## config.mk

```make
export PLATFORM = sky130hd
export DESIGN_NAME = nmea_sentence_validator_core
export DESIGN_NICKNAME = d
export VERILOG_FILES = /design/src/nsv_pkg.sv /design/src/nsv_step.sv /design/src/nmea_sentence_validator_core.sv
export SDC_FILE = /design/constraint.sdc
export NUM_CORES = 1
export LEC_CHECK = 0
export ABC_AREA = 1
export BUFFER_PORTS_ARGS = -buffer_cell sky130_fd_sc_hd__buf_2
export CAP_MARGIN = 20
export CORE_MARGIN = 2
export CORE_UTILIZATION = 42
export DETAILED_ROUTE_END_ITERATION = 7
export PLACE_DENSITY = 0.6
export RECOVER_POWER = 25
export SYNTH_ARGS = -nofsm -noshare
export SYNTH_HDL_FRONTEND = slang
export SYNTH_HIERARCHICAL = 1
export SYNTH_SLANG_ARGS = --single-unit
```

## constraint.sdc

```tcl
create_clock -name clk -period 4.2 [get_ports clk]
set_clock_uncertainty 0.1 [all_clocks]
set_input_delay 0.42 -clock clk [delete_from_list [all_inputs] [get_ports clk]]
set_output_delay 0.42 -clock clk [all_outputs]
set_load 0.01 [all_outputs]
```

## src/nsv_pkg.sv

```systemverilog
package nsv_pkg;

  localparam logic [7:0] CHAR_DOLLAR = 8'h24;
  localparam logic [7:0] CHAR_G      = 8'h47;
  localparam logic [7:0] CHAR_P      = 8'h50;
  localparam logic [7:0] CHAR_STAR   = 8'h2A;

  localparam logic [23:0] TEXT_GLL = 24'h474C4C;
  localparam logic [23:0] TEXT_GGA = 24'h474741;
  localparam logic [23:0] TEXT_RMC = 24'h524D43;

  localparam logic [2:0] POS_MAX = 3'd7;
  localparam logic [1:0] DIGIT_COUNT_MAX = 2'd3;
  localparam logic [1:0] DIGITS_EXPECTED = 2'd2;

  typedef enum logic [1:0] {
    TYPE_GLL,
    TYPE_GGA,
    TYPE_RMC,
    TYPE_UNKNOWN
  } nsv_type_t;

  typedef enum logic [2:0] {
    REASON_OK,
    REASON_PREFIX,
    REASON_TYPE,
    REASON_DIGITS,
    REASON_MISMATCH
  } nsv_reason_t;

  typedef struct packed {
    logic [2:0]  char_position;
    logic        prefix_good;
    logic [23:0] type_chars;
    logic [7:0]  running_xor;
    logic        star_seen;
    logic [1:0]  digit_count;
    logic [7:0]  received_sum;
    logic        digit_bad;
  } nsv_state_t;

  typedef struct packed {
    logic        valid_res;
    nsv_type_t   sentence_type;
    nsv_reason_t reason;
    logic [7:0]  computed_sum;
  } nsv_result_t;

  localparam nsv_state_t STATE_RESET = '{
    char_position: 3'd0,
    prefix_good:   1'b1,
    type_chars:    24'd0,
    running_xor:   8'd0,
    star_seen:     1'b0,
    digit_count:   2'd0,
    received_sum:  8'd0,
    digit_bad:     1'b0
  };

  // expected prefix character at positions zero to two
  function automatic logic [7:0] prefix_char(input logic [1:0] pos);
    logic [7:0] c;
    case (pos)
      2'd0:    c = CHAR_DOLLAR;
      2'd1:    c = CHAR_G;
      default: c = CHAR_P;
    endcase
    return c;
  endfunction

  // {is_hex, nibble}
  function automatic logic [4:0] hex_decode(input logic [7:0] c);
    logic [4:0] r;
    if (c >= 8'h30 && c <= 8'h39) begin
      r = {1'b1, c[3:0]};
    end else if ((c >= 8'h41 && c <= 8'h46) || (c >= 8'h61 && c <= 8'h66)) begin
      r = {1'b1, c[3:0] + 4'd9};
    end else begin
      r = 5'd0;
    end
    return r;
  endfunction

endpackage

```

## src/nsv_step.sv

```systemverilog
module nsv_step
  import nsv_pkg::*;
(
  input  nsv_state_t  st,
  input  logic [7:0]  byte_in,
  input  logic        eol,
  output nsv_state_t  st_nxt,
  output nsv_result_t res
);

  nsv_state_t  upd;
  logic [4:0]  hex;
  nsv_type_t   type_code;
  nsv_reason_t reason;

  always_comb begin
    upd = st;
    hex = hex_decode(byte_in);

    if (st.char_position < 3'd3) begin
      if (byte_in != prefix_char(st.char_position[1:0])) begin
        upd.prefix_good = 1'b0;
      end
    end else if (st.char_position < 3'd6) begin
      upd.type_chars = {st.type_chars[15:0], byte_in};
    end

    if (!st.star_seen) begin
      if (byte_in == CHAR_STAR) begin
        upd.star_seen = 1'b1;
      end else if (st.char_position != 3'd0) begin
        upd.running_xor = st.running_xor ^ byte_in;
      end
    end else begin
      if (st.digit_count != DIGIT_COUNT_MAX) begin
        upd.digit_count = st.digit_count + 2'd1;
      end
      if (!hex[4]) begin
        upd.digit_bad = 1'b1;
      end else begin
        upd.received_sum = {st.received_sum[3:0], hex[3:0]};
      end
    end

    if (st.char_position != POS_MAX) begin
      upd.char_position = st.char_position + 3'd1;
    end

    if (upd.char_position < 3'd6) begin
      type_code = TYPE_UNKNOWN;
    end else if (upd.type_chars == TEXT_GLL) begin
      type_code = TYPE_GLL;
    end else if (upd.type_chars == TEXT_GGA) begin
      type_code = TYPE_GGA;
    end else if (upd.type_chars == TEXT_RMC) begin
      type_code = TYPE_RMC;
    end else begin
      type_code = TYPE_UNKNOWN;
    end

    if (!upd.prefix_good || upd.char_position < 3'd3) begin
      reason = REASON_PREFIX;
    end else if (type_code == TYPE_UNKNOWN) begin
      reason = REASON_TYPE;
    end else if (!upd.star_seen || upd.digit_count != DIGITS_EXPECTED || upd.digit_bad) begin
      reason = REASON_DIGITS;
    end else if (upd.received_sum != upd.running_xor) begin
      reason = REASON_MISMATCH;
    end else begin
      reason = REASON_OK;
    end

    res.valid_res     = (reason == REASON_OK);
    res.sentence_type = type_code;
    res.reason        = reason;
    res.computed_sum  = upd.running_xor;

    // the last byte of a sentence leaves the checker ready for the next one
    st_nxt = eol ? STATE_RESET : upd;
  end

endmodule

```

## src/nmea_sentence_validator_core.sv

```systemverilog
// Checks an NMEA 0183 sentence delivered one character per request, with the last character
// flagged by in_end_of_line. The "$GP" prefix and the GLL, GGA or RMC type are checked, the
// bytes between '$' and the first '*' are XORed and compared with two hex digits (either case)
// after the '*'. One result (pass flag, type, reason, computed checksum) appears on the out_
// channel for each flagged character in the cycle after it is accepted; other characters give no
// result. A character is taken every cycle: the running state updates in a single pass and the
// result sits in one output register, so only a last character arriving while a previous result
// is still stalled has to wait.
module nmea_sentence_validator_core
  import nsv_pkg::*;
(
  input  logic       clk,
  input  logic       rst_n,

  input  logic       in_valid,
  output logic       in_stall,
  input  logic [7:0] in_byte_req,
  input  logic       in_end_of_line,

  output logic       out_valid,
  input  logic       out_stall,
  output logic       out_valid_res,
  output logic [1:0] out_sentence_type,
  output logic [2:0] out_reason,
  output logic [7:0] out_computed_sum
);

  nsv_state_t  state_r, state_nxt;
  nsv_result_t res_nxt, res_r;
  logic        out_valid_r, out_valid_nxt;
  logic        in_accept;
  logic        out_take;

  nsv_step u_step (
    .st      (state_r),
    .byte_in (in_byte_req),
    .eol     (in_end_of_line),
    .st_nxt  (state_nxt),
    .res     (res_nxt)
  );

  // only a result-producing request needs room in the output register
  assign in_stall  = in_end_of_line && out_valid_r && out_stall;
  assign in_accept = in_valid && !in_stall;
  assign out_take  = out_valid_r && !out_stall;

  always_comb begin
    out_valid_nxt = out_valid_r;
    if (out_take) begin
      out_valid_nxt = 1'b0;
    end
    if (in_accept && in_end_of_line) begin
      out_valid_nxt = 1'b1;
    end
  end

  always_ff @(posedge clk) begin
    if (!rst_n) begin
      state_r     <= STATE_RESET;
      out_valid_r <= 1'b0;
    end else begin
      out_valid_r <= out_valid_nxt;
      if (in_accept) begin
        state_r <= state_nxt;
      end
    end
  end

  always_ff @(posedge clk) begin
    if (in_accept && in_end_of_line) begin
      res_r <= res_nxt;
    end
  end

  assign out_valid         = out_valid_r;
  assign out_valid_res     = res_r.valid_res;
  assign out_sentence_type = res_r.sentence_type;
  assign out_reason        = res_r.reason;
  assign out_computed_sum  = res_r.computed_sum;

`ifndef SYNTHESIS
  a_pass_means_ok: assert property (@(posedge clk) disable iff (!rst_n)
    out_valid_r |-> (res_r.valid_res == (res_r.reason == REASON_OK)))
    else $error("pass flag disagrees with reason");

  a_pass_has_type: assert property (@(posedge clk) disable iff (!rst_n)
    (out_valid_r && res_r.reason == REASON_OK) |-> (res_r.sentence_type != TYPE_UNKNOWN))
    else $error("passing sentence with unknown type");

  a_result_from_eol: assert property (@(posedge clk) disable iff (!rst_n)
    $rose(out_valid_r) |-> $past(in_accept && in_end_of_line))
    else $error("result without a last character");

  a_state_cleared: assert property (@(posedge clk) disable iff (!rst_n)
    (in_accept && in_end_of_line) |=> (state_r == STATE_RESET))
    else $error("state not cleared after sentence end");
`endif

endmodule

```

==> results.ini <==
[clock_network]
cts_buffers=9
h-tree-depth=3
postCtsSetupBuffers=0
root_buffer=clkbuf_8
hold_buffers=0
cts_tree=built
cts_max_path_buffers=2
clkSlewWorstSetupHoldPaths_ns=0.07
clock_latency_ns=0.35
cts_sinks=63
cts-resized-gates=0

[layout]
final_cell_mix=nand2_1, nor2_1, inv_1, nand3_1, a21oi_1
fin_cells=893
nets=773
diodes=0
finalCoreUtilization_pct=45.83
layout.cells.most_common=nand2_1
fillers=1138
final_layout_size_suffix_gt1_share_pct=7.001
area_growth_syn_to_layout_pct=5.358

[pwr]
pwr_density_cell_nw_per_um2=316.1
peakVddDrop_mv=0.1352
internal-power_mw=0.9885
seqPwrFrac_pct=45.9
switching_power_mw=0.5204
power.leakage_nw=2.261
p_clk_share_pct=30.2
power.total_mw=1.509
p_comb_share_pct=23.9
switching_share_pct=34.49

[sta]
finalCriticalPeriod_ns=3.051
worstMarginPinSlew_ns=1.927
rsz0062_at_grt=false
worst_hold_slack_ns=0.3206
relSlewSlack_pct=-28.49
setup-tns-final_ns=0
min_period_over_period_pct=72.64
setup_viol=0
finalHoldViolCount=0
fmax_mhz=327.8
slew_violations=45

[outcome]
status=complete, but fails checks
violations=max-capacitance violations, max-slew violations

[die]
die_y_um=107.9
rows=37
initial_core_util_pct=43.50
fp.dieW_um=107.9
ios=29
die_area_um2=11630
core_um2=10420

[placement]
gp_congestion=0.8775
hpwl_mm=7.711
portBuffers=28
dpl.cell_count=877

[setup_path]
path_class=input pin to register
required_ns=4.35
cp.arrival_ns=3.20
endpoint_kind=register
slowest_delay_ns=1.35
crit_chain=clkbuf_1 -> clkbuf_2 -> nand3_1 -> nand2_1 -> nor2_1
crit_slowest_cell=clkbuf_1
path_max_fanout=54
crit_family=buffers and inverters
startpoint_type=input pin
path_buf_inv=2

[global_route]
grt_max_degree=55
antenna_found_initial=0
grt_pass1_vias=3963
overflow=0
grt_first_pass_wirelength_mm=18.96
grt_usage_pct=20.63

[route]
drc_errors=0
wl_per_cell_um=12.74
num_vias=4479
dr.pass1.iters=5
drt-vias-per-instance=5.016
finalWirelength_mm=11.37
ant_nets=0
drt_first_iter_violations=341

[worst_hold_path]
hp-class=input pin to register

[synth]
synth_nets=768
async_reset_ff_share_pct=0
yosys_warnings=6
synthCells=747
synth_edf_count=14
ys_seq_area_share_pct=30.93
ys_types=31
avgSynthCellArea_um2=6.065
ys_seq_elements=63
netlist_area_um2=4531
synthFlopType=dfxtp_1

[job]
maxCapViolCount=1

[cell usage after synthesis, types with 3 or more instances]
library cell / n / area (um2)
o21ai_1: 11 / 55.05
buf_6: 7 / 78.83
o21ai_0: 17 / 85.08
nor2_2: 3 / 18.77
a21oi_2: 10 / 87.58
nand2_4: 3 / 33.78
nand2_1: 181 / 679.4
edfxtp_1: 14 / 420.4
nor2_1: 128 / 480.5
buf_4: 5 / 37.54
a21oi_1: 50 / 250.2
nand3_1: 91 / 455.4
ha_1: 8 / 100.1
nand4_1: 4 / 25.02
nand2_2: 5 / 31.28
nand3b_1: 4 / 30.03
inv_1: 113 / 424.2
xnor2_1: 3 / 26.28
buf_2: 14 / 70.07
clkbuf_1: 12 / 45.04
dfxtp_1: 49 / 980.9
[state kept, by name (all words and copies together) (netlist names)]
| signal | flops |
|---|---|
| state_r | 48 |
| out_computed_sum | 8 |
| out_reason | 3 |
| out_sentence_type | 2 |
| out_valid | 1 |
| out_valid_res | 1 |
[area by class of cell]
class                           count  area [um2]  area share [%]
Multi-Input combinational cell    530        2460           51.53
Timing Repair Buffer               33       155.1           3.250
Inverter                          115       431.7           9.043
Tap cell                          136       170.2           3.565
Clock buffer                       10       127.6           2.674
Sequential cell                    63        1401           29.36
Clock inverter                      6       27.53          0.5767
[tightest hold or removal path, cell delays in order]
cell and delay (ns):
buf_2 0.11, nand2_1 0.07, nand2_1 0.06, nand2_1 0.04, inv_1 0.04
[power by group through the flow]
stage / clock network (mW) / registers, mW / logic, mW
2_1_floorplan: 0 / 0.701 / 0.290
6_report: 0.455 / 0.693 / 0.361
5_1_grt: 0.496 / 0.698 / 0.418
3_5_place_dp: 0 / 0.706 / 0.360
3_3_place_gp: 0 / 0.705 / 0.355
4_1_cts: 0.475 / 0.692 / 0.362
[worst paths after layout]
kind	from	endpoint	slack, ns	cells after the start
setup reg to reg	state_r[46]	out_reason[2]	1.55	16
hold reg to reg	state_r[44]	state_r[44]	0.37	2
hold / removal	out_stall	out_valid	0.32	5
setup / recovery	in_valid	state_r[46]	1.15	5
[layer usage]
metal	part of all wire [%]	GRT usage [%]	wire, um	vias to the layer above
met2	43	30.68	4853	109
met5	0	0	0	-
met3	5.1	3.632	576	19
met4	2.2	9.066	250	0
li1	-	-	-	2342
met1	50	29.10	5693	2009
[cell families after synthesis]
| family | synth area share, % |
|---|---|
| XOR/XNOR | 0.9668 |
| flip-flops | 30.93 |
| buffers and inverters | 14.94 |
| adder cells (fa/ha/maj) | 2.209 |
| AO/OA/AOI/OAI | 11.38 |
| AND/OR/NAND/NOR | 39.57 |
[stage by stage]
step	instance area, um2	worst slack, ns
after global routing	4773	0.8653
after floorplan	4531	2.040
final	4773	1.149
after CTS	4796	1.560
after global placement	4641	1.578
after detailed placement	4641	1.538
Power figures use the tool's default switching activity.
